--- config.mk ---
export PLATFORM = sky130hd
export DESIGN_NAME = adb_cordic
export DESIGN_NICKNAME = d
export VERILOG_FILES = /design/src/sv/assert_macros.svh /design/src/sv/adb_pkg.sv /design/src/sv/adb_cordic.sv
export SDC_FILE = /design/constraint.sdc
export NUM_CORES = 2
export LEC_CHECK = 0
export BUFFER_PORTS_ARGS = -buffer_cell sky130_fd_sc_hd__buf_2
export CORE_MARGIN = 4
export CORE_UTILIZATION = 52
export CTS_BUF_LIST = sky130_fd_sc_hd__clkbuf_16
export DETAILED_ROUTE_END_ITERATION = 16
export PLACE_DENSITY_LB_ADDON = 0.3
export SLEW_MARGIN = 0
export SYNTH_ARGS = -nofsm -noshare
export SYNTH_HDL_FRONTEND = slang
export SYNTH_SLANG_ARGS = --single-unit
--- constraint.sdc ---
create_clock -name clk -period 5 [get_ports clk]
set_input_delay 0.5 -clock clk [delete_from_list [all_inputs] [get_ports clk]]
set_output_delay 0.5 -clock clk [all_outputs]
set_load 0.03 [all_outputs]
--- src/sv/assert_macros.svh ---
// assertion macros shared by the rtl files of the distortion block
// no dependencies; expects clk and rst_n in the including module
`ifndef ASSERT_MACROS_SVH
`define ASSERT_MACROS_SVH
`ifndef SYNTHESIS
// checked while out of reset
`define ADB_ASSERT(lbl, prop, msg) \
  lbl: assert property (@(posedge clk) disable iff (!rst_n) prop) else $error(msg);
// checked at every edge, reset included
`define ADB_ASSERT_ALWAYS(lbl, prop, msg) \
  lbl: assert property (@(posedge clk) prop) else $error(msg);
`else
`define ADB_ASSERT(lbl, prop, msg)
`define ADB_ASSERT_ALWAYS(lbl, prop, msg)
`endif
`endif

--- src/sv/adb_pkg.sv ---
`timescale 1ns / 1ps
// shared types and constants of the arctan distortion blend block
// no dependencies
package adb_pkg;

  localparam int GAIN_W     = 16;
  localparam int BLEND_W    = 17;
  localparam int CFG_DATA_W = 17;
  localparam int CFG_IDX_W  = 8;
  localparam int ANGLE_BITS = 30;
  localparam int ZW         = 32;

  localparam logic [BLEND_W-1:0] BLEND_ONE    = 17'd65536;
  localparam logic [GAIN_W-1:0]  GAIN_UNITY   = 16'd4096;

  typedef enum logic [CFG_IDX_W-1:0] {
    CFG_INPUT_GAIN  = 8'd0,
    CFG_DRIVE_GAIN  = 8'd1,
    CFG_BLEND       = 8'd2,
    CFG_OUTPUT_GAIN = 8'd3
  } cfg_idx_t;

  typedef struct packed {
    logic [GAIN_W-1:0]  input_gain;
    logic [GAIN_W-1:0]  drive_gain;
    logic [BLEND_W-1:0] blend_amount;
    logic [GAIN_W-1:0]  output_gain;
  } cfg_regs_t;

  // atan(2^-i) in units where 2^30 is a quarter turn
  localparam logic [ZW-1:0] ATAN_TAB [32] = '{
    32'd536870912, 32'd316933406, 32'd167458907, 32'd85004756,
    32'd42667331,  32'd21354465,  32'd10679838,  32'd5340245,
    32'd2670163,   32'd1335087,   32'd667544,    32'd333772,
    32'd166886,    32'd83443,     32'd41722,     32'd20861,
    32'd10430,     32'd5215,      32'd2608,      32'd1304,
    32'd652,       32'd326,       32'd163,       32'd81,
    32'd41,        32'd20,        32'd10,        32'd5,
    32'd3,         32'd1,         32'd1,         32'd0
  };

endpackage

--- src/sv/adb_cordic.sv ---
`timescale 1ns / 1ps
// pipelined vectoring cordic, one rotation per stage, angle in Q.30 quarter turns
// depends on adb_pkg
module adb_cordic #(
  parameter int SAMPLE_BITS  = 24,
  parameter int CORDIC_STEPS = 16
) (
  input  logic                          clk,
  input  logic                          rst_n,
  input  logic                          en,
  input  logic                          in_v,
  input  logic [SAMPLE_BITS+7:0]        mag_in,
  input  logic                          neg_in,
  input  logic                          zero_in,
  input  logic signed [SAMPLE_BITS-1:0] x_in,
  output logic                          out_v,
  output logic signed [adb_pkg::ZW-1:0] z_out,
  output logic                          neg_out,
  output logic                          zero_out,
  output logic signed [SAMPLE_BITS-1:0] x_out
);

  localparam int CW = SAMPLE_BITS + 10;
  localparam int ZW = adb_pkg::ZW;
  localparam logic signed [CW-1:0] ONE = CW'(1) << (SAMPLE_BITS - 1);

  logic                          v_r    [CORDIC_STEPS];
  logic signed [CW-1:0]          cx_r   [CORDIC_STEPS];
  logic signed [CW-1:0]          cy_r   [CORDIC_STEPS];
  logic signed [ZW-1:0]          z_r    [CORDIC_STEPS];
  logic                          neg_r  [CORDIC_STEPS];
  logic                          zero_r [CORDIC_STEPS];
  logic signed [SAMPLE_BITS-1:0] x_r    [CORDIC_STEPS];

  for (genvar i = 0; i < CORDIC_STEPS; i++) begin : g_step
    logic                          v_i, neg_i, zero_i;
    logic signed [SAMPLE_BITS-1:0] x_i;
    logic signed [CW-1:0]          cx_i, cy_i, dx, dy, cx_nxt, cy_nxt;
    logic signed [ZW-1:0]          z_i, z_nxt, ang;

    if (i == 0) begin : g_first
      // start vector (1.0, |g|)
      assign cx_i   = ONE;
      assign cy_i   = $signed({2'b00, mag_in});
      assign z_i    = '0;
      assign v_i    = in_v;
      assign neg_i  = neg_in;
      assign zero_i = zero_in;
      assign x_i    = x_in;
    end else begin : g_next
      assign cx_i   = cx_r[i-1];
      assign cy_i   = cy_r[i-1];
      assign z_i    = z_r[i-1];
      assign v_i    = v_r[i-1];
      assign neg_i  = neg_r[i-1];
      assign zero_i = zero_r[i-1];
      assign x_i    = x_r[i-1];
    end

    assign dx  = cy_i >>> i;
    assign dy  = cx_i >>> i;
    assign ang = $signed(adb_pkg::ATAN_TAB[i]);

    always_comb begin
      if (!cy_i[CW-1]) begin
        cx_nxt = cx_i + dx;
        cy_nxt = cy_i - dy;
        z_nxt  = z_i + ang;
      end else begin
        cx_nxt = cx_i - dx;
        cy_nxt = cy_i + dy;
        z_nxt  = z_i - ang;
      end
    end

    always_ff @(posedge clk) begin
      if (!rst_n) begin
        v_r[i] <= 1'b0;
      end else if (en) begin
        v_r[i] <= v_i;
      end
    end

    always_ff @(posedge clk) begin
      if (en) begin
        cx_r[i]   <= cx_nxt;
        cy_r[i]   <= cy_nxt;
        z_r[i]    <= z_nxt;
        neg_r[i]  <= neg_i;
        zero_r[i] <= zero_i;
        x_r[i]    <= x_i;
      end
    end
  end

  assign out_v    = v_r[CORDIC_STEPS-1];
  assign z_out    = z_r[CORDIC_STEPS-1];
  assign neg_out  = neg_r[CORDIC_STEPS-1];
  assign zero_out = zero_r[CORDIC_STEPS-1];
  assign x_out    = x_r[CORDIC_STEPS-1];

endmodule

==> impl_metrics.ini <==
[timing]
fin_crit_ns = 4.79
final.period_utilization = 0.958
slew_headroom = 0.409
slew_violations = 0
max_freq_mhz = 209
hold_violations = 0
skew_ns = 0.0875
finalSetupViolations = 0
tightest_slew_ns = 0.887

[logic_synthesis]
synthFlopType = edfxtp_1
synth_top_cell_by_area = edfxtp_1
ys_warn_count = 0
ys_ff_latch = 1778
synth_edf_count = 1777
synth_seq_area_share = 0.413
synth.area.top_cells = edfxtp_1, ha_1, xnor2_1
syn_avg_cell_area_um2 = 10.1
synth_nets = 14200
netlist_instances = 12800
syn-cell-area_mm2 = 0.129
synth_top_area_frac = 0.413
async_flop_share = 0
synth_cell_types = 103

[critical_path]
critical-path-top-delay-family = compound AO/OA/AOI/OAI gates
cp_max_fo = 4
crit_top_cell = buf_4
setup.worst_path.end_class = register
slowest_stage = edfxtp_1
slowest_delay_ns = 0.41
crit_path_start_kind = register
required_ns = 5.62
crit_type = register to register
rr_startpoint = cx_r[0][38]
cp_cell_sequence = nor3_2, buf_4, nand2b_1, nor4_2, buf_4, nand2_1, or3_4, o41ai_4, buf_4, xnor2_1, ha_1, a21o_1, a21o_1, a2111oi_2, o211ai_1, a31o_2, a31oi_4, o21ai_4, a21oi_2, o21ai_0, a21oi_1, xnor2_1
arrival_ns = 5.41
critPathBufInv = 3
cp-startpoint = cx_r[0][38]

[final_layout]
drive_above_1_share = 0.0787
final_cell_mix = edfxtp_1, ha_1, a21oi_1, nor2_1, xnor2_1
num-fill-cells = 20700
area_growth_pct = 11.9
finalCoreUtilization = 0.586
final_common_cell = edfxtp_1
nets = 14800
stdcell_count = 16900

[die]
die_y_um = 506
num_rows = 182
num_io_pins = 121
initial_core_util = 0.524
die_x_um = 506
coreArea_mm2 = 0.247
fp.dieArea_mm2 = 0.257

[detailed_routing]
drt_iter0_drc = 6844
antenna_left = 0
firstDrtPassIters = 8
dr_total_vias = 99100
drc_errors = 0
routedWlPerCell_um = 19.8
viasPerCell = 5.85
drt-total-wl_um = 335000

[placement]
placedCellCount = 16500
place.gp.congestion = 0.966
io_buffers = 119
dp_hpwl_um = 264000

[clock_tree]
worstSkewPairLatency_ns = 0.89
clock_path_buffers = 3
clk_pin_slew_ns = 0.06
cts.root.buffer_cell = clkbuf_16
cts_tree = yes
ctsHtreeMaxLevel = 4
tritoncts.num_buffers = 195
cts.sinks = 1778

[global_route]
grt_pass1_wl_um = 525000
grt_start_max_net_pins = 179
grt-ovfl-total = 0
grt_pass1_vias = 97100
track_usage = 0.253
grt_antenna_before_repair = 9

[hold_path]
min_path_type = input pin to register
min-delay-start = en

[outcome]
outcome = finished clean

[job]
drv_cap = 0
synthesized netlist by cell type, types with 125 or more instances:
cell type	count
edfxtp_1	1777
a21oi_1	1317
ha_1	1316
nor2_1	1156
xnor2_1	1110
xor2_1	657
nand2_1	641
a21o_1	630
o21ai_0	603
inv_1	508
nor3_1	310
nor2b_1	218
nand3_1	213
nand2b_1	210
clkbuf_1	202
o21a_1	174
a31oi_1	152
o21bai_1	144
nand4_1	130
and3_1	125
routing by layer:
metal,GRT usage,vias to the layer above,part of all wire
li1,-,48700,-
met1,0.312,47100,0.42
met2,0.435,2550,0.48
met3,0.0272,672,0.041
met4,0.142,2,0.064
met5,0,-,0.00070
final timing paths:
path,endpoint,slack [ns],depth (start not counted)
setup / recovery,cy_r[0][98],0.21,22
hold / removal,zero_r[0][0],0.11,1
setup reg to reg,cy_r[0][98],0.21,22
hold reg to reg,x_r[1][9],0.39,0
flip-flops by register name (all words and copies together) (netlist names):
name	count
zero_r	16
v_r	16
z_r	434
cy_r	476
cx_r	436
neg_r	16
x_r	384
through the flow:
step	setup TNS [ns]	setup slack (ns)	hold slack [ns]	area, um^2
finish	0	0.210	0.110	145000
global placement	-2.26	-0.574	0.400	137000
CTS	0	0.00542	0.0239	144000
floorplan	0	0.307	0.400	129000
global route	-0.0806	-0.0377	0.0806	145000
detailed placement	-1.38	-0.360	0.405	137000
cells by family after synthesis:
group | synth area share
flip-flops | 0.413
adder cells (fa/ha/maj) | 0.133
multiplexers | 0.00360
other | 0.0000290
AND/OR/NAND/NOR | 0.128
XOR/XNOR | 0.120
buffers and inverters | 0.0218
AO/OA/AOI/OAI | 0.180
area by class of cell:
cell class,instances,area [um^2],share of cell area
Timing Repair Buffer,668,5120,0.0354
Antenna cell,20,50.0,0.000346
Multi-Input combinational cell,10300,73300,0.507
Inverter,513,1930,0.0133
Tap cell,3312,4140,0.0287
Sequential cell,1778,53400,0.369
Clock inverter,171,1730,0.0120
Clock buffer,195,4880,0.0338
what timing repair did:
action,in CTS,in global routing
hold endpoints to repair,68,0
setup endpoints to repair,5,59
hold buffers,60,0
cloned,0,0
pin swaps,0,9
buffers inserted,0,6
resized for setup,6,51
Power is left out: the tool's default activity adds up to more than one toggle a clock period on the data nets, which glitch-free logic cannot reach.
