[config.mk]
export PLATFORM = sky130hd
export DESIGN_NAME = adb_gain
export DESIGN_NICKNAME = d
export VERILOG_FILES = /design/src/sv/adb_pkg.sv /design/src/sv/adb_gain.sv
export VERILOG_INCLUDE_DIRS = /design/src /design/src/sv
export SDC_FILE = /design/constraint.sdc
export NUM_CORES = 2
export LEC_CHECK = 0
export BUFFER_PORTS_ARGS = -buffer_cell sky130_fd_sc_hd__buf_4
export CORE_MARGIN = 3
export CORE_UTILIZATION = 45
export CTS_BUF_LIST = sky130_fd_sc_hd__clkbuf_2 sky130_fd_sc_hd__clkbuf_4 sky130_fd_sc_hd__clkbuf_8
export CTS_CLUSTER_DIAMETER = 120
export DETAILED_ROUTE_END_ITERATION = 8
export HOLD_SLACK_MARGIN = 0.12
export PLACE_DENSITY = 0.65
export SLEW_MARGIN = 20
export SYNTH_ARGS = -nofsm -noshare
export SYNTH_HDL_FRONTEND = slang
export SYNTH_SLANG_ARGS = --single-unit
[constraint.sdc]
create_clock -name clk -period 16.1 [get_ports clk]
set_input_delay 0.805 -clock clk [delete_from_list [all_inputs] [get_ports clk]]
set_output_delay 0.805 -clock clk [all_outputs]
set_load 0.05 [all_outputs]
[src/sv/assert_macros.svh]
// assertion macros shared by the rtl files of the distortion block
// no dependencies; expects clk and rst_n in the including module
`ifndef ASSERT_MACROS_SVH
`define ASSERT_MACROS_SVH
`ifndef SYNTHESIS
// checked while out of reset
`define ADB_ASSERT(lbl, prop, msg) \
  lbl: assert property (@(posedge clk) disable iff (!rst_n) prop) else $error(msg);
// checked at every edge, reset included
`define ADB_ASSERT_ALWAYS(lbl, prop, msg) \
  lbl: assert property (@(posedge clk) prop) else $error(msg);
`else
`define ADB_ASSERT(lbl, prop, msg)
`define ADB_ASSERT_ALWAYS(lbl, prop, msg)
`endif
`endif

[src/sv/adb_pkg.sv]
`timescale 1ns / 1ps
// shared types and constants of the arctan distortion blend block
// no dependencies
package adb_pkg;

  localparam int GAIN_W     = 16;
  localparam int BLEND_W    = 17;
  localparam int CFG_DATA_W = 17;
  localparam int CFG_IDX_W  = 8;
  localparam int ANGLE_BITS = 30;
  localparam int ZW         = 32;

  localparam logic [BLEND_W-1:0] BLEND_ONE    = 17'd65536;
  localparam logic [GAIN_W-1:0]  GAIN_UNITY   = 16'd4096;

  typedef enum logic [CFG_IDX_W-1:0] {
    CFG_INPUT_GAIN  = 8'd0,
    CFG_DRIVE_GAIN  = 8'd1,
    CFG_BLEND       = 8'd2,
    CFG_OUTPUT_GAIN = 8'd3
  } cfg_idx_t;

  typedef struct packed {
    logic [GAIN_W-1:0]  input_gain;
    logic [GAIN_W-1:0]  drive_gain;
    logic [BLEND_W-1:0] blend_amount;
    logic [GAIN_W-1:0]  output_gain;
  } cfg_regs_t;

  // atan(2^-i) in units where 2^30 is a quarter turn
  localparam logic [ZW-1:0] ATAN_TAB [32] = '{
    32'd536870912, 32'd316933406, 32'd167458907, 32'd85004756,
    32'd42667331,  32'd21354465,  32'd10679838,  32'd5340245,
    32'd2670163,   32'd1335087,   32'd667544,    32'd333772,
    32'd166886,    32'd83443,     32'd41722,     32'd20861,
    32'd10430,     32'd5215,      32'd2608,      32'd1304,
    32'd652,       32'd326,       32'd163,       32'd81,
    32'd41,        32'd20,        32'd10,        32'd5,
    32'd3,         32'd1,         32'd1,         32'd0
  };

endpackage

[src/sv/adb_gain.sv]
`timescale 1ns / 1ps
// input and drive gain stages: two multiplies, rounding, clamp to +/-256.0
// depends on adb_pkg and assert_macros.svh
`include "assert_macros.svh"
module adb_gain #(
  parameter int SAMPLE_BITS = 24
) (
  input  logic                          clk,
  input  logic                          rst_n,
  input  logic                          en,
  input  logic                          in_v,
  input  logic signed [SAMPLE_BITS-1:0] x_in,
  input  adb_pkg::cfg_regs_t            cfg,
  output logic                          out_v,
  output logic [SAMPLE_BITS+7:0]        mag_out,
  output logic                          neg_out,
  output logic                          zero_out,
  output logic signed [SAMPLE_BITS-1:0] x_out
);

  localparam int P1_W  = SAMPLE_BITS + 17;
  localparam int G1_W  = SAMPLE_BITS + 5;
  localparam int P2_W  = SAMPLE_BITS + 22;
  localparam int G2_W  = SAMPLE_BITS + 10;
  localparam int MAG_W = SAMPLE_BITS + 8;
  localparam logic [P1_W-1:0] HALF1 = P1_W'(2048);
  localparam logic [P2_W-1:0] HALF2 = P2_W'(2048);
  localparam logic signed [G2_W-1:0] LIM = G2_W'(1) << (SAMPLE_BITS + 7);

  logic v1_r, v2_r, v3_r;
  logic signed [SAMPLE_BITS-1:0] x1_r, x2_r, x3_r;
  logic signed [P1_W-1:0] p1_r, p1_nxt;
  logic signed [P2_W-1:0] p2_r, p2_nxt;
  logic [P1_W-1:0] s1;
  logic [P2_W-1:0] s2;
  logic signed [G1_W-1:0] g1;
  logic signed [G2_W-1:0] g2, g2_abs;
  logic [MAG_W-1:0] mag_r, mag_nxt;
  logic neg_r, neg_nxt, zero_r, zero_nxt;

  assign p1_nxt = x_in * $signed({1'b0, cfg.input_gain});

  // round half up, then take the integer part
  assign s1     = p1_r + HALF1;
  assign g1     = $signed(s1[P1_W-1:12]);
  assign p2_nxt = g1 * $signed({1'b0, cfg.drive_gain});

  assign s2       = p2_r + HALF2;
  assign g2       = $signed(s2[P2_W-1:12]);
  assign g2_abs   = g2[G2_W-1] ? -g2 : g2;
  assign neg_nxt  = g2[G2_W-1];
  assign zero_nxt = (g2 == '0);
  assign mag_nxt  = (g2_abs > LIM) ? LIM[MAG_W-1:0] : g2_abs[MAG_W-1:0];

  always_ff @(posedge clk) begin
    if (!rst_n) begin
      v1_r <= 1'b0;
      v2_r <= 1'b0;
      v3_r <= 1'b0;
    end else if (en) begin
      v1_r <= in_v;
      v2_r <= v1_r;
      v3_r <= v2_r;
    end
  end

  always_ff @(posedge clk) begin
    if (en) begin
      p1_r   <= p1_nxt;
      x1_r   <= x_in;
      p2_r   <= p2_nxt;
      x2_r   <= x1_r;
      mag_r  <= mag_nxt;
      neg_r  <= neg_nxt;
      zero_r <= zero_nxt;
      x3_r   <= x2_r;
    end
  end

  assign out_v    = v3_r;
  assign mag_out  = mag_r;
  assign neg_out  = neg_r;
  assign zero_out = zero_r;
  assign x_out    = x3_r;

  `ADB_ASSERT(a_mag_clamped, v3_r |-> (mag_r <= LIM[MAG_W-1:0]), "driven magnitude above limit")
  `ADB_ASSERT(a_zero_mag, (v3_r && zero_r) |-> (mag_r == '0), "zero flag with nonzero magnitude")

endmodule

==> summary.md <==
| Metric | Value |
|---|---|
| First-pass GRT wire length | `141000 um` |
| Status | `finished, final reports clean` |
| Setup Buffers After CTS | `0` |
| H-tree depth | `4` |
| Min-delay src | `x1_r[17]` |
| Crit Path Class | `reg -> reg` |
| Placer Congestion | `between 0.8 and 0.9` |
| Final setup viols | `0` |
| Cells after Synth | `approximately 4k` |
| Clock sink count | `174` |
| Max Fanout on Critical Path | `16` |
| Tmin final | `roughly 9 ns` |
| Gr usage total | `between 20% and 30%` |
| Hold buffers post-CTS | `0` |
| Share of cells above drive strength 1 | `under 10%` |
| Worst slew pin tran | `about 1.1 ns` |
| Detail Placement HPWL | `approximately 65000 um` |
| Post-route insts no fill | `4962` |
| First-pass DRT Iterations | `7` |
| Max stage delay on crit path | `between 0.6 and 0.7 ns` |
| Layout Nets | `between 5k and 6k` |
| Crit path launch type | `flop` |
| Vias | `~25k` |
| Setup TNS | `0 ns` |
| Vias in the first global route | `27.1k` |
| Min Hold Slack | `0.420 ns` |
| Die W | `294 um` |
| Ys flop type | `edfxtp_1` |
| Final-report hold violation count | `0` |
| Synth Net Count | `~5k` |
| Initial antenna violation count | `1` |
| Site Rows | `104` |
| Slew Limit Headroom | `23.5%` |
| Clock latency on the worst-skew pair | `between 0.5 and 0.6 ns` |
| Max stage delay cell, worst path | `xnor2_2` |
| Yosys cell types | `79` |
| DR iter-0 viols | `1285` |
| CTS Buf Count | `17` |
| Max-cap check violation count | `0` |
| Worst setup EP type | `flop` |
| Final period utilization | `a little under three fifths` |
| Final ANT Viol Nets | `0` |
| Syn avg cell area | `9.59 um2` |
| Ports | `about 150` |
| CP startpoint | `p1_r[13]` |
| Root Driver | `clkbuf_8` |
| Die height | `between 200 and 300 um` |
| Syn Std Cell Area | `~37000 um2` |
| Drt wl/cell | `~17 um` |
| Max Freq | `110 MHz` |
| Synth Warn # | `0` |
| Sequential area share after synthesis | `between 10% and 20%` |
| Placed Cells | `~4.9k` |
| Synthesis-stage register bit count | `~170` |
| Fin Clk Skew | `between 0.02 and 0.03 ns` |
| DRC | `0` |
| Layout Area Growth over Synthesis | `6.03%` |
| Min-Delay Path Class | `reg -> reg` |
| Starting Density | `45.9%` |
| CTS tree | `built` |
| Reg clk slew, reported paths | `roughly 0.11 ns` |
| Synth async-reset ratio | `0%` |
| Number of synthesized flops with an enable pin | `171` |
| WP data arrival | `between 9 and 10 ns` |
| WL final | `84300 um` |
| RSZ-0062 raised after global routing | `false` |
| CORE AREA | `between 80000 and 90000 um2` |
| # resized after CTS | `0` |
| PortBufs | `approximately 120` |
| Slew Limit Fails | `0` |
| FF-to-FF Start | `p1_r[13]` |
| CTS Buffer Depth | `2` |
| GRT overflow | `0` |
| WP data required | `approximately 16 ns` |
| Die ar. | `between 80000 and 90000 um2` |
| Largest net degree at the start of global routing | `78` |
| Vias per cell | `5.04` |
-- worst max-delay path, delay by kind of cell (launching register included) --
kind	cells	cell delay, ns
buffers and inverters	6	0.86
DFF	1	0.41
adders and majority gates	7	3.30
and+or+nand+nor	9	2.01
AOI/OAI and AO/OA	4	1.52
xor gates and xnor gates	2	0.73
-- state kept, by name, summed over array words and instances (netlist names), 24 cells and up --
register  flops
p2_r         35
x2_r         24
p1_r         30
mag_out      32
x_out        24
x1_r         24
-- cells in the mapped netlist, drive strengths merged (8+ instances only) --
cell / n / area [um2]
nor2b: 11 / 68.8
nand3: 40 / 218
nand4: 28 / 188
a21oi: 56 / 280
nand2: 511 / 1920
nor4: 8 / 77.6
and4: 9 / 81.3
edfxtp: 171 / 5130
o21a: 12 / 90.1
o21ai: 34 / 170
buf: 19 / 120
fa: 820 / 16400
nor3: 32 / 180
and2: 391 / 2450
ha: 212 / 2650
clkbuf: 140 / 527
a21o: 39 / 293
and3: 23 / 144
xnor2: 109 / 955
nor2: 104 / 390
xor2: 45 / 394
inv: 965 / 3620
-- cells in the final DEF (no fill, tap or decap), types with 4 or more instances in the layout --
cell type / n
o31ai_1: 6
nand2b_1: 7
a31oi_1: 6
inv_1: 965
xor2_1: 40
buf_4: 134
o21bai_1: 7
a41oi_1: 5
nor4_1: 5
nand4_1: 26
o211ai_1: 5
xnor2_2: 14
nor2b_1: 11
or3_1: 7
xnor2_1: 94
fa_1: 820
o21ai_0: 31
xor2_2: 5
a21o_1: 39
inv_8: 4
and2_1: 390
o21a_1: 12
ha_1: 212
clkbuf_8: 19
nor3_1: 28
nand2_1: 511
and3_1: 23
and4_1: 8
or2_2: 4
nor3_2: 4
a21oi_1: 56
nor2_1: 104
mux2i_1: 6
a2111oi_0: 4
edfxtp_1: 171
nand3_1: 38
-- metal layers --
layer,up-vias,global-route usage [%],part of all wire (%)
li1,11500,-,-
met1,12700,27.6,43
met2,727,35.4,49
met3,111,2.99,5.6
met4,0,5.64,1.9
met5,-,0,0
-- area by class of cell --
cell class                 count  area [um2]
antenna                        1        2.50
clock buffer                  20         263
clock inverter                12         126
fill                        7637       41700
inverter                     965        3620
multi-input combinational   2595       28000
sequential                   174        5190
tap                         1060        1330
timing repair buffer         135        1020
-- logic make-up (layout without fill, tap and decap cells) --
| kind of cell | after synthesis | in the layout | share of synthesized area, % |
|---|---|---|---|
| flip-flops | 174 | 174 | 13.9 |
| buffers and inverters | 1124 | 1132 | 11.4 |
| XOR/XNOR | 154 | 154 | 3.61 |
| other | 0 | 1 | 0 |
| multiplexers | 6 | 6 | 0.161 |
| AO/OA/AOI/OAI | 212 | 212 | 3.83 |
| AND/OR/NAND/NOR | 1191 | 1191 | 16.0 |
| adder cells (fa/ha/maj) | 1032 | 1032 | 51.1 |
-- through the flow --
step                      area, um2  utilization, %  setup slack (ns)
after global placement        39200            48.2              7.04
final                         39600            48.7              7.04
after global routing          39600            48.7              6.45
after detailed placement      39200            48.2              6.95
after floorplan               37300               -              7.93
after CTS                     39600            48.7              6.94
-- path summary, 6_finish.rpt --
kind / end / slack [ns] / depth (start not counted)
worst max-delay path: p2_r[44] / 7.04 / 28
worst min-delay path: x2_r[17] / 0.42 / 0
worst max register to register: p2_r[44] / 7.04 / 28
worst min register to register: x2_r[17] / 0.42 / 0
Power is not shown: default switching activity piles up to over one toggle a cycle in this logic, so the estimate is an artifact.
