[src/sv/assert_macros.svh]
// assertion macros shared by the rtl files of the distortion block
// no dependencies; expects clk and rst_n in the including module
`ifndef ASSERT_MACROS_SVH
`define ASSERT_MACROS_SVH
`ifndef SYNTHESIS
// checked while out of reset
`define ADB_ASSERT(lbl, prop, msg) \
  lbl: assert property (@(posedge clk) disable iff (!rst_n) prop) else $error(msg);
// checked at every edge, reset included
`define ADB_ASSERT_ALWAYS(lbl, prop, msg) \
  lbl: assert property (@(posedge clk) prop) else $error(msg);
`else
`define ADB_ASSERT(lbl, prop, msg)
`define ADB_ASSERT_ALWAYS(lbl, prop, msg)
`endif
`endif

[src/sv/adb_pkg.sv]
`timescale 1ns / 1ps
// shared types and constants of the arctan distortion blend block
// no dependencies
package adb_pkg;

  localparam int GAIN_W     = 16;
  localparam int BLEND_W    = 17;
  localparam int CFG_DATA_W = 17;
  localparam int CFG_IDX_W  = 8;
  localparam int ANGLE_BITS = 30;
  localparam int ZW         = 32;

  localparam logic [BLEND_W-1:0] BLEND_ONE    = 17'd65536;
  localparam logic [GAIN_W-1:0]  GAIN_UNITY   = 16'd4096;

  typedef enum logic [CFG_IDX_W-1:0] {
    CFG_INPUT_GAIN  = 8'd0,
    CFG_DRIVE_GAIN  = 8'd1,
    CFG_BLEND       = 8'd2,
    CFG_OUTPUT_GAIN = 8'd3
  } cfg_idx_t;

  typedef struct packed {
    logic [GAIN_W-1:0]  input_gain;
    logic [GAIN_W-1:0]  drive_gain;
    logic [BLEND_W-1:0] blend_amount;
    logic [GAIN_W-1:0]  output_gain;
  } cfg_regs_t;

  // atan(2^-i) in units where 2^30 is a quarter turn
  localparam logic [ZW-1:0] ATAN_TAB [32] = '{
    32'd536870912, 32'd316933406, 32'd167458907, 32'd85004756,
    32'd42667331,  32'd21354465,  32'd10679838,  32'd5340245,
    32'd2670163,   32'd1335087,   32'd667544,    32'd333772,
    32'd166886,    32'd83443,     32'd41722,     32'd20861,
    32'd10430,     32'd5215,      32'd2608,      32'd1304,
    32'd652,       32'd326,       32'd163,       32'd81,
    32'd41,        32'd20,        32'd10,        32'd5,
    32'd3,         32'd1,         32'd1,         32'd0
  };

endpackage

[src/sv/adb_mix.sv]
`timescale 1ns / 1ps
// angle to sample scaling, dry/wet blend, output gain and final saturation
// depends on adb_pkg and assert_macros.svh
`include "assert_macros.svh"
module adb_mix #(
  parameter int SAMPLE_BITS = 24
) (
  input  logic                          clk,
  input  logic                          rst_n,
  input  logic                          en,
  input  logic                          in_v,
  input  logic signed [adb_pkg::ZW-1:0] z_in,
  input  logic                          neg_in,
  input  logic                          zero_in,
  input  logic signed [SAMPLE_BITS-1:0] x_in,
  input  adb_pkg::cfg_regs_t            cfg,
  output logic                          out_v,
  output logic signed [SAMPLE_BITS-1:0] sample_out
);

  localparam int FRAC = SAMPLE_BITS - 1;
  localparam int ZW   = adb_pkg::ZW;
  localparam int DW   = ZW + 2;
  localparam int PW   = SAMPLE_BITS + 18;
  localparam int HW   = PW - 16;
  localparam int PHW  = HW + 17;
  localparam int TW   = SAMPLE_BITS + 35;
  localparam int RW   = TW - 28;
  localparam logic signed [DW-1:0] SMAX_D = (DW'(1) <<< FRAC) - DW'(1);
  localparam logic signed [RW-1:0] SMAX_R = (RW'(1) <<< FRAC) - RW'(1);
  localparam logic signed [RW-1:0] SMIN_R = -(RW'(1) <<< FRAC);
  localparam logic signed [SAMPLE_BITS-1:0] SMIN_S = {1'b1, {(SAMPLE_BITS-1){1'b0}}};
  localparam logic [TW-1:0] HALF_T = TW'(1) << 27;

  logic v1_r, v2_r, v3_r, v4_r, v5_r;
  logic signed [DW-1:0] dz, dc;
  logic signed [SAMPLE_BITS-1:0] d_r, d_nxt, x1_r;
  logic [adb_pkg::BLEND_W-1:0] b, nb;
  logic signed [PW-1:0] pd_r, pd_nxt, px_r, px_nxt, m_r, m_nxt;
  logic signed [HW-1:0] mh;
  logic signed [PHW-1:0] ph_r, ph_nxt;
  logic [31:0] pl_r, pl_nxt;
  logic [TW-1:0] tot;
  logic signed [RW-1:0] r;
  logic signed [SAMPLE_BITS-1:0] out_r, out_nxt;

  // angle in Q.30 quarter turns to the sample's fraction bits
  if (FRAC < adb_pkg::ANGLE_BITS) begin : g_round
    localparam int SH = adb_pkg::ANGLE_BITS - FRAC;
    logic [ZW-1:0] zs;
    assign zs = z_in + (ZW'(1) << (SH - 1));
    assign dz = DW'($signed(zs[ZW-1:SH]));
  end else begin : g_widen
    assign dz = DW'(z_in) <<< (FRAC - adb_pkg::ANGLE_BITS);
  end

  always_comb begin
    if (zero_in || dz[DW-1]) begin
      dc = '0;
    end else if (dz > SMAX_D) begin
      dc = SMAX_D;
    end else begin
      dc = dz;
    end
    d_nxt = neg_in ? -dc[SAMPLE_BITS-1:0] : dc[SAMPLE_BITS-1:0];
  end

  // blend above unity acts as fully distorted
  assign b      = (cfg.blend_amount > adb_pkg::BLEND_ONE) ? adb_pkg::BLEND_ONE
                                                          : cfg.blend_amount;
  assign nb     = adb_pkg::BLEND_ONE - b;
  assign pd_nxt = d_r * $signed({1'b0, b});
  assign px_nxt = x1_r * $signed({1'b0, nb});

  assign m_nxt = pd_r + px_r;

  // split the mix so the output gain multiply stays narrow
  assign mh     = $signed(m_r[PW-1:16]);
  assign ph_nxt = mh * $signed({1'b0, cfg.output_gain});
  assign pl_nxt = m_r[15:0] * cfg.output_gain;

  assign tot = (TW'(ph_r) << 16) + TW'(pl_r) + HALF_T;
  assign r   = $signed(tot[TW-1:28]);

  always_comb begin
    if (r > SMAX_R) begin
      out_nxt = SMAX_R[SAMPLE_BITS-1:0];
    end else if (r < SMIN_R) begin
      out_nxt = SMIN_R[SAMPLE_BITS-1:0];
    end else begin
      out_nxt = r[SAMPLE_BITS-1:0];
    end
  end

  always_ff @(posedge clk) begin
    if (!rst_n) begin
      v1_r <= 1'b0;
      v2_r <= 1'b0;
      v3_r <= 1'b0;
      v4_r <= 1'b0;
      v5_r <= 1'b0;
    end else if (en) begin
      v1_r <= in_v;
      v2_r <= v1_r;
      v3_r <= v2_r;
      v4_r <= v3_r;
      v5_r <= v4_r;
    end
  end

  always_ff @(posedge clk) begin
    if (en) begin
      d_r   <= d_nxt;
      x1_r  <= x_in;
      pd_r  <= pd_nxt;
      px_r  <= px_nxt;
      m_r   <= m_nxt;
      ph_r  <= ph_nxt;
      pl_r  <= pl_nxt;
      out_r <= out_nxt;
    end
  end

  assign out_v      = v5_r;
  assign sample_out = out_r;

  `ADB_ASSERT(a_shaped_symmetric, v1_r |-> (d_r != SMIN_S), "shaped value at negative full scale")

endmodule

[config.mk]
export PLATFORM = sky130hd
export DESIGN_NAME = adb_mix
export DESIGN_NICKNAME = d
export VERILOG_FILES = /design/src/sv/adb_pkg.sv /design/src/sv/adb_mix.sv
export VERILOG_INCLUDE_DIRS = /design/src /design/src/sv
export SDC_FILE = /design/constraint.sdc
export NUM_CORES = 2
export LEC_CHECK = 0
export BUFFER_PORTS_ARGS = -buffer_cell sky130_fd_sc_hd__buf_2
export CORE_ASPECT_RATIO = 0.5
export CORE_UTILIZATION = 40
export DETAILED_ROUTE_END_ITERATION = 12
export HOLD_SLACK_MARGIN = 0.06
export PLACE_DENSITY = 0.52
export SLEW_MARGIN = 5
export SYNTH_ARGS = -nofsm -noshare
export SYNTH_HDL_FRONTEND = slang
export SYNTH_SLANG_ARGS = --single-unit
[constraint.sdc]
create_clock -name clk -period 11.6 [get_ports clk]
set_input_delay 0.58 -clock clk [delete_from_list [all_inputs] [get_ports clk]]
set_output_delay 0.58 -clock clk [all_outputs]
set_load 0.02 [all_outputs]
==> results.md <==
• **count of input and output buffers** 113
• **# DRC** 6
• **Setup TNS** 0 ns
• **critical path type** in2reg
• **iteration-0 DRC count of the detailed router** 2,250
• **I/O Pins** 152
• **GPL Wtd Cong** 0.843
• **area of the core** 0.161 mm^2
• **Detail Route Antenna Nets** 0
• **Die X** 573 um
• **CP Max Fanout** 29
• **Slew Limit Headroom** 25.4%
• **failing checks** DRC
• **final-layout worst hold slack** 0.135 ns
• **synthesis warning total** 0
• **cell area after technology mapping** 0.0652 mm^2
• **Die ar.** 0.165 mm^2
• **Clock Tree Buf Depth** 3
• **utilization after layout** 43.0%
• **clk_lat worst skew** 0.61 ns
• **root buffer cell** sky130_fd_sc_hd__clkbuf_16
• **startpoint of the most critical setup path** cfg[32]
• **via total after detailed routing** 45,100
• **share of synthesized area occupied by flip-flops and latches** 12.0%
• **Startpoint Class** input pin
• **critical path endpoint category** register
• **total routing usage reported by global routing** 20.5%
• **average cell area after synthesis** 9.26 um^2
• **top_reg_cell synth** sky130_fd_sc_hd__edfxtp_1
• **Yosys reg bits** 262
• **number of standard cells in the layout, taps in and fillers out** 9,189
• **minimum clock period** 9.58 ns
• **maximum level of the CTS H-tree** 2
• **drt wl/cell** 17.6 um
• **Hold Path Class** in2reg
• **worst reg2reg path depth** 21
• **part of the cycle the worst path needs** 82.6%
• **max-capacitance violation count** 0
• **Hold Path Cell Cnt** 1
• **final-report max-slew violation count** 0
• **number of synthesized flops with an enable pin** 257
• **Slew @ Worst Pin** 1.12 ns
• **total number of placement rows** 104
• **Resized Gates After CTS** 0
• **critical-path cell with the highest stage delay** sky130_fd_sc_hd__o41ai_1
• **GR Overflow Total** 0
• **critical path's largest stage delay** 0.85 ns
• **Setup violations, final** 0
• **min-delay src** x_in[1]
• **library cell appearing most often on the critical path** sky130_fd_sc_hd__fa_1
• **Synth Net Count** 9,054
• **result of the run** finished, violations left
• **Net count, final** 8,999
• **antenna violations before repair** 9
• **setup repair bufs after CTS** 0
• **first-pass GRT wire length** 267,000 um
• **most area-hungry cell type in the Yosys netlist** sky130_fd_sc_hd__fa_1
• **count of final hold-check violations** 0
• **hold buffer count at CTS** 0
• **layout cell share with drive strength beyond 1** 4.43%
• **clk slew on worst S/H paths** 0.07 ns
• **pin count of the biggest net entering global routing** 87
• **number of search-and-repair iterations in the first detailed-routing pass** 9
• **Die Y-Extent** 287 um
• **area growth from synthesis to layout** 6.40%
• **arrival time at the worst endpoint** 9.91 ns
• **area share of the leading cell type in the synthesized netlist** 43.0%
• **setup repair after global routing missed its margin** false
• **critical register-to-register path startpoint** m_r[34]
• **number of clock sinks** 262
• **timing-limited maximum frequency** 104 MHz
• **starting density of the core** 40.4%
• **CTS tree** done
• **post-synthesis cell count** 7,042
• **CP Data Required Time** 11.93 ns
• **ys async rst share** 0%
• **vias in the first global route** 48,500
• **skew final** 0.0412 ns
• **clock buffers created by TritonCTS** 35
• **cell with the most instances after synthesis** sky130_fd_sc_hd__inv_1
• **count of cell types in the netlist** 83
• **Post-Place Cells** 9,123
• **top area cells in the synthesized netlist** sky130_fd_sc_hd__fa_1 43%, sky130_fd_sc_hd__edfxtp_1 12%, sky130_fd_sc_hd__inv_1 10%
• **final wirelength** 162,000 um
• **Reg2Reg Setup Slack** 4.02 ns
• **post-DP HPWL** 128,000 um
• **number of vias per cell** 4.91
• **Post-synth top cells** 1,748 x sky130_fd_sc_hd__inv_1, 1,401 x sky130_fd_sc_hd__fa_1, 1,093 x sky130_fd_sc_hd__nand2_1, 512 x sky130_fd_sc_hd__and2_1, 484 x sky130_fd_sc_hd__ha_1
[per-layer routing]
metal	share of wire [%]	track usage (%)	wire, um
met3	4.5	2.24	7260
met4	1.6	3.47	2590
met5	0.014	0	23
met2	47	35.2	76700
met1	46	28.5	75000
[critical path: cells and delay by family]
family                   cells  cell delay [ns]
AO/OA/AOI/OAI                6             2.33
XOR/XNOR                     2             0.41
adder cells (fa/ha/maj)      7             3.33
buffers and inverters        7             0.90
AND/OR/NAND/NOR              9             2.35
[through the flow]
stage	instance area, um^2	setup WS, ns
2_1_floorplan	65200	2.63
5_1_grt	69300	1.59
3_5_place_dp	68100	1.43
3_3_place_gp	68100	1.46
4_1_cts	69300	2.04
6_report	69300	2.02
[cells in the final DEF (no fill, tap or decap), types with 6 or more instances in the layout]
master	n
sky130_fd_sc_hd__nand2_1	1093
sky130_fd_sc_hd__a221oi_1	6
sky130_fd_sc_hd__buf_2	112
sky130_fd_sc_hd__a21o_1	90
sky130_fd_sc_hd__xor2_2	6
sky130_fd_sc_hd__nor2b_2	10
sky130_fd_sc_hd__and3_1	47
sky130_fd_sc_hd__or3_1	14
sky130_fd_sc_hd__nand4_1	26
sky130_fd_sc_hd__o21ai_1	15
sky130_fd_sc_hd__o211ai_1	19
sky130_fd_sc_hd__nor2_1	122
sky130_fd_sc_hd__clkbuf_16	36
sky130_fd_sc_hd__inv_1	1748
sky130_fd_sc_hd__a211oi_1	19
sky130_fd_sc_hd__fa_1	1401
sky130_fd_sc_hd__o21ai_0	100
sky130_fd_sc_hd__nand3_1	51
sky130_fd_sc_hd__xor2_1	77
sky130_fd_sc_hd__nor3_1	34
sky130_fd_sc_hd__a31oi_1	16
sky130_fd_sc_hd__and2_1	512
sky130_fd_sc_hd__xnor2_1	160
sky130_fd_sc_hd__a31o_2	6
sky130_fd_sc_hd__edfxtp_1	257
sky130_fd_sc_hd__a21oi_1	174
sky130_fd_sc_hd__o21bai_1	26
sky130_fd_sc_hd__nand2b_1	26
sky130_fd_sc_hd__and4_1	13
sky130_fd_sc_hd__nor4_1	9
sky130_fd_sc_hd__xnor2_2	9
sky130_fd_sc_hd__ha_1	484
sky130_fd_sc_hd__o21a_1	22
sky130_fd_sc_hd__nor2b_1	54
sky130_fd_sc_hd__buf_4	86
sky130_fd_sc_hd__mux2i_1	7
[cells by family after synthesis]
group / share of synthesized area, %
adders and majority gates: 52.3
xor gates and xnor gates: 3.40
and+or+nand+nor: 14.8
DFF: 12.0
muxes: 0.142
AOI/OAI and AO/OA: 5.53
buffers and inverters: 11.8
[final cells by class]
class,count,area [um^2]
repair buffers,199,1220
clock inverters,24,280
diodes,2,5.00
flip-flops and latches,262,7820
fillers,16100,92000
inverters,1749,6570
multi-input cells,4740,49800
clock buffers,40,916
well taps,2173,2720
[registers in the layout, summed over array words and instances (netlist names)]
name        cells
d_r            24
m_r            42
out_v           1
pd_r           42
ph_r           43
pl_r           16
px_r           42
sample_out     24
v1_r            1
v2_r            1
v3_r            1
v4_r            1
x1_r           24
[path summary, 6_finish.rpt]
path | endpoint
worst max-delay path | px_r[36]
worst min-delay path | x1_r[1]
worst max register to register | ph_r[39]
worst min register to register | v4_r
Power is not shown: default switching activity piles up to over one toggle a cycle in this logic, so the estimate is an artifact.
