`config.mk`:
```
export PLATFORM = sky130hd
export DESIGN_NAME = adb_skid
export DESIGN_NICKNAME = d
export VERILOG_FILES = /design/src/sv/adb_skid.sv
export VERILOG_INCLUDE_DIRS = /design/src /design/src/sv
export SDC_FILE = /design/constraint.sdc
export NUM_CORES = 1
export LEC_CHECK = 0
export BUFFER_PORTS_ARGS = -buffer_cell sky130_fd_sc_hd__buf_4
export CAP_MARGIN = 20
export CORE_MARGIN = 4
export CORE_UTILIZATION = 54
export CTS_CLUSTER_DIAMETER = 60
export DETAILED_ROUTE_END_ITERATION = 8
export PLACE_DENSITY = 0.83
export SLEW_MARGIN = 20
export SYNTH_ARGS = -nofsm -noshare
export SYNTH_HDL_FRONTEND = slang
export SYNTH_SLANG_ARGS = --single-unit
```
`constraint.sdc`:
```
create_clock -name clk -period 6.4 [get_ports clk]
set_clock_uncertainty 0.05 [all_clocks]
set_input_delay 0.64 -clock clk [delete_from_list [all_inputs] [get_ports clk]]
set_output_delay 0.64 -clock clk [all_outputs]
set_load 0.01 [all_outputs]
```
`src/sv/assert_macros.svh`:
```
// assertion macros shared by the rtl files of the distortion block
// no dependencies; expects clk and rst_n in the including module
`ifndef ASSERT_MACROS_SVH
`define ASSERT_MACROS_SVH
`ifndef SYNTHESIS
// checked while out of reset
`define ADB_ASSERT(lbl, prop, msg) \
  lbl: assert property (@(posedge clk) disable iff (!rst_n) prop) else $error(msg);
// checked at every edge, reset included
`define ADB_ASSERT_ALWAYS(lbl, prop, msg) \
  lbl: assert property (@(posedge clk) prop) else $error(msg);
`else
`define ADB_ASSERT(lbl, prop, msg)
`define ADB_ASSERT_ALWAYS(lbl, prop, msg)
`endif
`endif

```
`src/sv/adb_skid.sv`:
```
`timescale 1ns / 1ps
// output register with one skid entry, decouples the pipeline from the sink
// depends on assert_macros.svh
`include "assert_macros.svh"
module adb_skid #(
  parameter int W = 24
) (
  input  logic         clk,
  input  logic         rst_n,
  input  logic         in_v,
  input  logic [W-1:0] in_data,
  output logic         in_ready,
  output logic         out_v,
  input  logic         out_ready,
  output logic [W-1:0] out_data
);

  logic         out_v_r, out_v_nxt, skid_v_r, skid_v_nxt, take;
  logic [W-1:0] out_r, out_nxt, skid_r, skid_nxt;

  assign take     = out_v_r && out_ready;
  assign in_ready = !skid_v_r;

  always_comb begin
    out_v_nxt  = out_v_r;
    skid_v_nxt = skid_v_r;
    out_nxt    = out_r;
    skid_nxt   = skid_r;
    if (skid_v_r) begin
      if (take) begin
        out_nxt    = skid_r;
        skid_v_nxt = 1'b0;
      end
    end else if (in_v) begin
      if (!out_v_r || take) begin
        out_nxt   = in_data;
        out_v_nxt = 1'b1;
      end else begin
        skid_nxt   = in_data;
        skid_v_nxt = 1'b1;
      end
    end else if (take) begin
      out_v_nxt = 1'b0;
    end
  end

  always_ff @(posedge clk) begin
    if (!rst_n) begin
      out_v_r  <= 1'b0;
      skid_v_r <= 1'b0;
    end else begin
      out_v_r  <= out_v_nxt;
      skid_v_r <= skid_v_nxt;
    end
  end

  always_ff @(posedge clk) begin
    out_r  <= out_nxt;
    skid_r <= skid_nxt;
  end

  assign out_v    = out_v_r;
  assign out_data = out_r;

  `ADB_ASSERT_ALWAYS(a_skid_behind_out, skid_v_r |-> out_v_r, "skid entry without output entry")
  `ADB_ASSERT(a_skid_on_stall, $rose(skid_v_r) |-> $past(out_v_r && !out_ready), "skid filled without stall")

endmodule
```
==> results of run 1 <==
cell usage after synthesis (all sizes together):
| master | n | share of area |
|---|---|---|
| a211oi | 1 | 0.0040 |
| a21oi | 2 | 0.0053 |
| and4 | 1 | 0.0046 |
| buf | 3 | 0.019 |
| dfxtp | 2 | 0.021 |
| edfxtp | 48 | 0.76 |
| inv | 3 | 0.0060 |
| mux2 | 24 | 0.16 |
| mux2i | 1 | 0.0053 |
| nand2 | 1 | 0.0020 |
| nand3b | 1 | 0.0040 |
| nor2b | 1 | 0.0033 |
| o21ai | 1 | 0.0027 |
final cells by class:
| class | instances | area [um^2] | share of cell area |
|---|---|---|---|
| sequential | 50 | 1480 | 0.617 |
| tap | 46 | 57.6 | 0.0240 |
| timing repair buffer | 55 | 413 | 0.172 |
| clock inverter | 3 | 40.0 | 0.0167 |
| inverter | 3 | 11.3 | 0.00469 |
| clock buffer | 5 | 37.5 | 0.0156 |
| multi-input combinational | 33 | 359 | 0.150 |
state kept, by name, summed over array words and instances (netlist names):
name      flops
skid_r       24
out_data     24
skid_v_r      1
out_v         1
layer usage:
layer,vias to the layer above,part of all wire
li1,467,-
met1,445,0.40
met2,45,0.46
met3,4,0.11
met4,0,0.023
met5,-,0
through the flow:
step | hold WS [ps] | std cells | utilization | power [mW] | cell area [um^2]
6_report | 399 | 195 | 0.714 | 0.638 | 2400
5_1_grt | 366 | 195 | 0.714 | 0.668 | 2400
4_1_cts | 371 | 195 | 0.714 | 0.646 | 2400
3_5_place_dp | 484 | 187 | 0.690 | 0.474 | 2320
3_3_place_gp | 459 | 187 | 0.690 | 0.471 | 2320
2_1_floorplan | 473 | 89 | - | 0.433 | 1880
layout by cell type (no fill, tap or decap):
cell type	n
dfxtp_1	2
nand3b_1	1
bufinv_16	1
nor2b_1	1
clkinv_2	2
o21ai_1	1
inv_1	3
clkbuf_4	5
a211oi_1	1
mux2_4	7
mux2_2	17
a21oi_1	1
and4_1	1
buf_4	55
nand2_1	1
edfxtp_1	48
mux2i_1	1
a21oi_2	1
report_power, final:
part / internal, mW / switching [mW]
Sequential: 0.382 / 0.00558
Combinational: 0.0432 / 0.0341
Clock: 0.0810 / 0.0925
Total: 0.506 / 0.132
cell families (layout without fill, tap and decap cells):
logic type / count (synthesis) / after routing / synth area share
flip-flops: 50 / 50 / 0.786
multiplexers: 25 / 25 / 0.163
buffers and inverters: 6 / 66 / 0.0252
AO/OA/AOI/OAI: 4 / 4 / 0.0120
AND/OR/NAND/NOR: 4 / 4 / 0.0139
worst max-delay path by stage:
stage,startpoint,to,slack [ps],depth (start not counted)
2_1_floorplan,in_v,out_data[0]$_DFFE_PP_,4030,2
3_3_place_gp,out_ready,skid_r[7]$_DFFE_PP_,4250,3
3_5_place_dp,out_ready,skid_r[8]$_DFFE_PP_,4180,3
6_report,out_v$_SDFFE_PN0P_,skid_r[8]$_DFFE_PP_,4580,1
5_1_grt,out_v$_SDFFE_PN0P_,skid_r[1]$_DFFE_PP_,4470,1
4_1_cts,out_v$_SDFFE_PN0P_,skid_r[8]$_DFFE_PP_,4550,1
==> flow_metrics.py, run 1 <==
metrics = {
    "global_route": {
        "grtUsageTotal": 0.152,
        "grt_start_max_net_pins": 29,
        "busiest_layer": "met2",
        "met2_usage": 0.227,
        "grt_use_met1": 0.179,
        "grt_pass1_wl_um": 4760,
        "grtUsageMet3": 0.0708,
        "grt_overflow": 0,
        "grt_pass1_vias": 1009,
        "grt_antenna_before_repair": 0,
    },
    "worst_setup_path": {
        "crit_required_ps": 6340,
        "path_cells": "and4_1",
        "cp_num_buf_inv": 0,
        "cp_slowest_stage_delay_ps": 930,
        "cp_top_family": "simple AND/OR/NAND/NOR gates",
        "crit_path_max_fanout": 24,
        "reg2reg_slack_ps": 4580,
        "end_kind": "register",
        "worst_path_max_delay_cell": "and4_1",
        "cp.arrival_ps": 1760,
        "crit_type": "register to register",
        "critPathLaunchType": "register",
        "r2r_end": "skid_r[8]$_DFFE_PP_",
        "rr_worst_depth": 1,
        "reg2reg_from": "out_v$_SDFFE_PN0P_",
    },
    "layout": {
        "nNetsFinal": 176,
        "diodes": 0,
        "nFillCells": 246,
        "post_route_cells_drive_above_1_share": 0.591,
        "syn2layout_area_growth_pct": 27.4,
    },
    "floorplan": {
        "die_y_um": 67.1,
        "die_w_um": 67.1,
        "fp.coreArea_um2": 3360,
        "ios": 54,
        "start_util": 0.560,
        "dieArea_um2": 4500,
        "placementRows": 21,
    },
    "timing": {
        "setup_violations": 0,
        "slew_viol_final": 0,
        "rsz0062_at_grt": "false",
        "relSlewSlack": 0.307,
        "period_minus_slack_ps": 1820,
        "fin_crit_sh": 0.285,
        "fin_ws_ps": 4580,
        "fmax_mhz": 549,
        "fin_tns_setup_ps": 0,
        "hold_viol": 0,
        "worst_slew_pin_slew_ps": 1040,
    },
    "placed_design": {
        "place_hpwl_um": 2100,
        "pre_cts_ws_ps": 4180,
        "routabilityCongestion": 0.734,
        "io_buffers": 53,
    },
    "clock_network": {
        "htreeDepth": 2,
        "cts_buffers": 5,
        "cts-resized-gates": 0,
        "cts_setup_buffers": 0,
        "cts.path.max_buffers": 2,
        "tritoncts": "built",
        "clk_root_buffer_cell": "clkbuf_4",
        "path_clk_slew_ps": 140,
        "insertion_delay_ps": 360,
        "cts.sinks": 50,
        "hold_buffers": 0,
    },
    "power_and_ir_drop": {
        "leakagePower_nw": 0.915,
        "vdd_drop_max_v": 0.000164,
        "cellPowerDensity_nw_per_um2": 266,
    },
    "min_path": {
        "min_path_type": "input pin to register",
        "hold-path-endpoint": "skid_r[21]$_DFFE_PP_",
        "hp-start": "in_data[21]",
        "hold_depth": 1,
    },
    "logic_synthesis": {
        "synth_area_um2": 1880,
        "ys_seq_area_frac": 0.786,
        "ys_seq_elements": 50,
        "synth_warnings": 0,
        "avgSynthCellArea_um2": 21.2,
        "netlist_instances": 89,
        "yosysUniqueCellTypes": 16,
        "syn_nets": 117,
    },
    "routing": {
        "drtPass1Iterations": 4,
        "ant_nets": 0,
        "drc_errors": 0,
        "via_count": 961,
        "drt_wl_total_um": 2990,
        "wire_per_inst_um": 15.3,
        "via_per_inst": 4.93,
        "drt-initial-drc-count": 33,
    },
    "run": {
        "maxCapViolations": 0,
    },
    "run_status": {
        "status": "finished clean",
    },
}
Note: power is estimated with default switching activity, not from simulation.
==> run 2: changes to the inputs <==
--- a/config.mk
+++ b/config.mk
@@ -9,10 +9,10 @@
 export BUFFER_PORTS_ARGS = -buffer_cell sky130_fd_sc_hd__buf_4
 export CAP_MARGIN = 20
 export CORE_MARGIN = 4
-export CORE_UTILIZATION = 54
+export CORE_UTILIZATION = 50
 export CTS_CLUSTER_DIAMETER = 60
 export DETAILED_ROUTE_END_ITERATION = 8
-export PLACE_DENSITY = 0.83
+export PLACE_DENSITY = 0.77
 export SLEW_MARGIN = 20
 export SYNTH_ARGS = -nofsm -noshare
 export SYNTH_HDL_FRONTEND = slang
==> constraint.sdc (replaced) <==
create_clock -name clk -period 1.83 [get_ports clk]
set_clock_uncertainty 0.05 [all_clocks]
set_input_delay 0.183 -clock clk [delete_from_list [all_inputs] [get_ports clk]]
set_output_delay 0.183 -clock clk [all_outputs]
set_load 0.01 [all_outputs]
==> flow_metrics.py, run 2 (synthesized netlist as in run 1, its figures left out) <==
metrics = {
    "run_status": {
        "status": "finished clean",
    },
    "timing": {
        "fin_crit_sh": 0.830,
        "fmax_mhz": 659,
        "slew_viol_final": 0,
        "hold_viol": 0,
        "period_minus_slack_ps": 1520,
        "relSlewSlack": 0.782,
        "rsz0062_at_grt": "false",
        "fin_ws_ps": 312,
        "worst_slew_pin_slew_ps": 327,
        "fin_tns_setup_ps": 0,
        "setup_violations": 0,
    },
    "floorplan": {
        "placementRows": 22,
        "fp.coreArea_um2": 3660,
        "ios": 54,
        "start_util": 0.515,
        "die_y_um": 69.4,
        "die_w_um": 69.4,
        "dieArea_um2": 4810,
    },
    "layout": {
        "nNetsFinal": 190,
        "syn2layout_area_growth_pct": 36.9,
        "fin_area_um2": 2580,
        "nFillCells": 230,
        "final_util": 0.704,
        "post_route_cells_drive_above_1_share": 0.558,
        "diodes": 0,
        "mostFrequentLayoutCells": "buf_4 (58), edfxtp_1 (48), mux2_2 (17), dlygate4sd3_1 (11), mux2_4 (7)",
        "stdcell_count": 211,
        "layout_commonest_cell": "buf_4",
    },
    "power_and_ir_drop": {
        "vdd_drop_max_v": 0.000775,
        "clock_power_share": 0.317,
        "swShare": 0.210,
        "switching_power_mw": 0.510,
        "power.internal_mw": 1.91,
        "cellPowerDensity_nw_per_um2": 940,
        "power_frac_comb": 0.121,
        "leakagePower_nw": 0.984,
        "power_frac_seq": 0.562,
    },
    "worst_setup_path": {
        "rr_worst_depth": 3,
        "crit_type": "register to register",
        "cp.arrival_ps": 1450,
        "crit_path_max_fanout": 24,
        "end_kind": "register",
        "crit_required_ps": 1760,
        "critPathLaunchType": "register",
    },
    "global_route": {
        "busiest_layer": "met2",
        "met2_usage": 0.256,
        "grtUsageMet3": 0.0609,
        "grt_overflow": 0,
        "grt_use_met1": 0.173,
        "grt_pass1_vias": 1122,
        "grt_start_max_net_pins": 25,
        "grtUsageTotal": 0.150,
        "grt_antenna_before_repair": 0,
        "grt_pass1_wl_um": 5600,
    },
    "clock_network": {
        "tritoncts": "built",
        "clk_root_buffer_cell": "clkbuf_8",
        "path_clk_slew_ps": 90,
        "cts.sinks": 50,
        "cts.path.max_buffers": 2,
        "htreeDepth": 2,
        "cts_setup_buffers": 0,
        "insertion_delay_ps": 300,
        "cts_buffers": 5,
    },
    "routing": {
        "ant_nets": 0,
        "via_per_inst": 4.82,
        "wire_per_inst_um": 16.2,
        "drt_wl_total_um": 3410,
        "drt-initial-drc-count": 35,
        "drc_errors": 0,
        "via_count": 1017,
        "drtPass1Iterations": 4,
    },
    "placed_design": {
        "routabilityCongestion": 0.727,
        "pre_cts_ws_ps": 348,
        "dp_cells": 192,
        "placed_area_um2": 2350,
        "io_buffers": 53,
        "place_hpwl_um": 2380,
    },
    "min_path": {
        "min_path_type": "input pin to register",
        "hold_depth": 1,
    },
    "run": {
        "maxCapViolations": 0,
    },
}
run 2: cell count changes in the layout (fill, tap and decap cells not counted), sizes merged:
cell / change
clkinvlp: +2
dlygate4sd3: +11
clkinv: -2
buf: +3
run 2: layer usage:
metal / share of wire / vias up
met1: 0.39 / 490
met5: 0 / -
met2: 0.52 / 34
met3: 0.077 / 4
met4: 0.011 / 0
li1: - / 489
run 2: worst paths after layout:
check | startpoint | end | slack (ps)
setup / recovery | skid_v_r$_SDFF_PN0_ | out_data[2]$_DFFE_PP_ | 310
hold reg to reg | skid_r[3]$_DFFE_PP_ | out_data[3]$_DFFE_PP_ | 500
hold / removal | in_data[0] | skid_r[0]$_DFFE_PP_ | 10
setup reg to reg | skid_v_r$_SDFF_PN0_ | out_data[2]$_DFFE_PP_ | 310
run 2: what timing repair did:
item / CTS / global route
gates resized for setup: 0 / 0
hold buffers: 0 / 11
hold endpoints to repair: 0 / 11
run 2: stage by stage:
stage | power [mW] | hold WS, ps
finish | 2.42 | 14.9
global route | 2.53 | 0.130
CTS | 2.42 | 3.53
detailed placement | 1.67 | 321
global placement | 1.66 | 321
floorplan | 1.52 | 230
run 2: final cells by class:
class                      count  area (um^2)  area share
timing repair buffer          69          546       0.212
clock buffer                   5         68.8      0.0267
inverter                       3         11.3     0.00437
multi-input combinational     33          367       0.142
tap                           48         60.1      0.0233
clock inverter                 3         45.0      0.0175
sequential                    50         1480       0.574
run 2: critical path, stage by stage, from the launching register on:
cell and delay, ps:
dfxtp_1 520, mux2i_1 170, a21oi_4 130, buf_4 320
run 2: power by group through the flow:
stage	Combinational (mW)	Clock, mW	Sequential [mW]
final	0.294	0.768	1.36
after global routing	0.320	0.839	1.37
after CTS	0.279	0.783	1.36
after detailed placement	0.278	0	1.39
after global placement	0.271	0	1.39
after floorplan	0.108	0	1.41
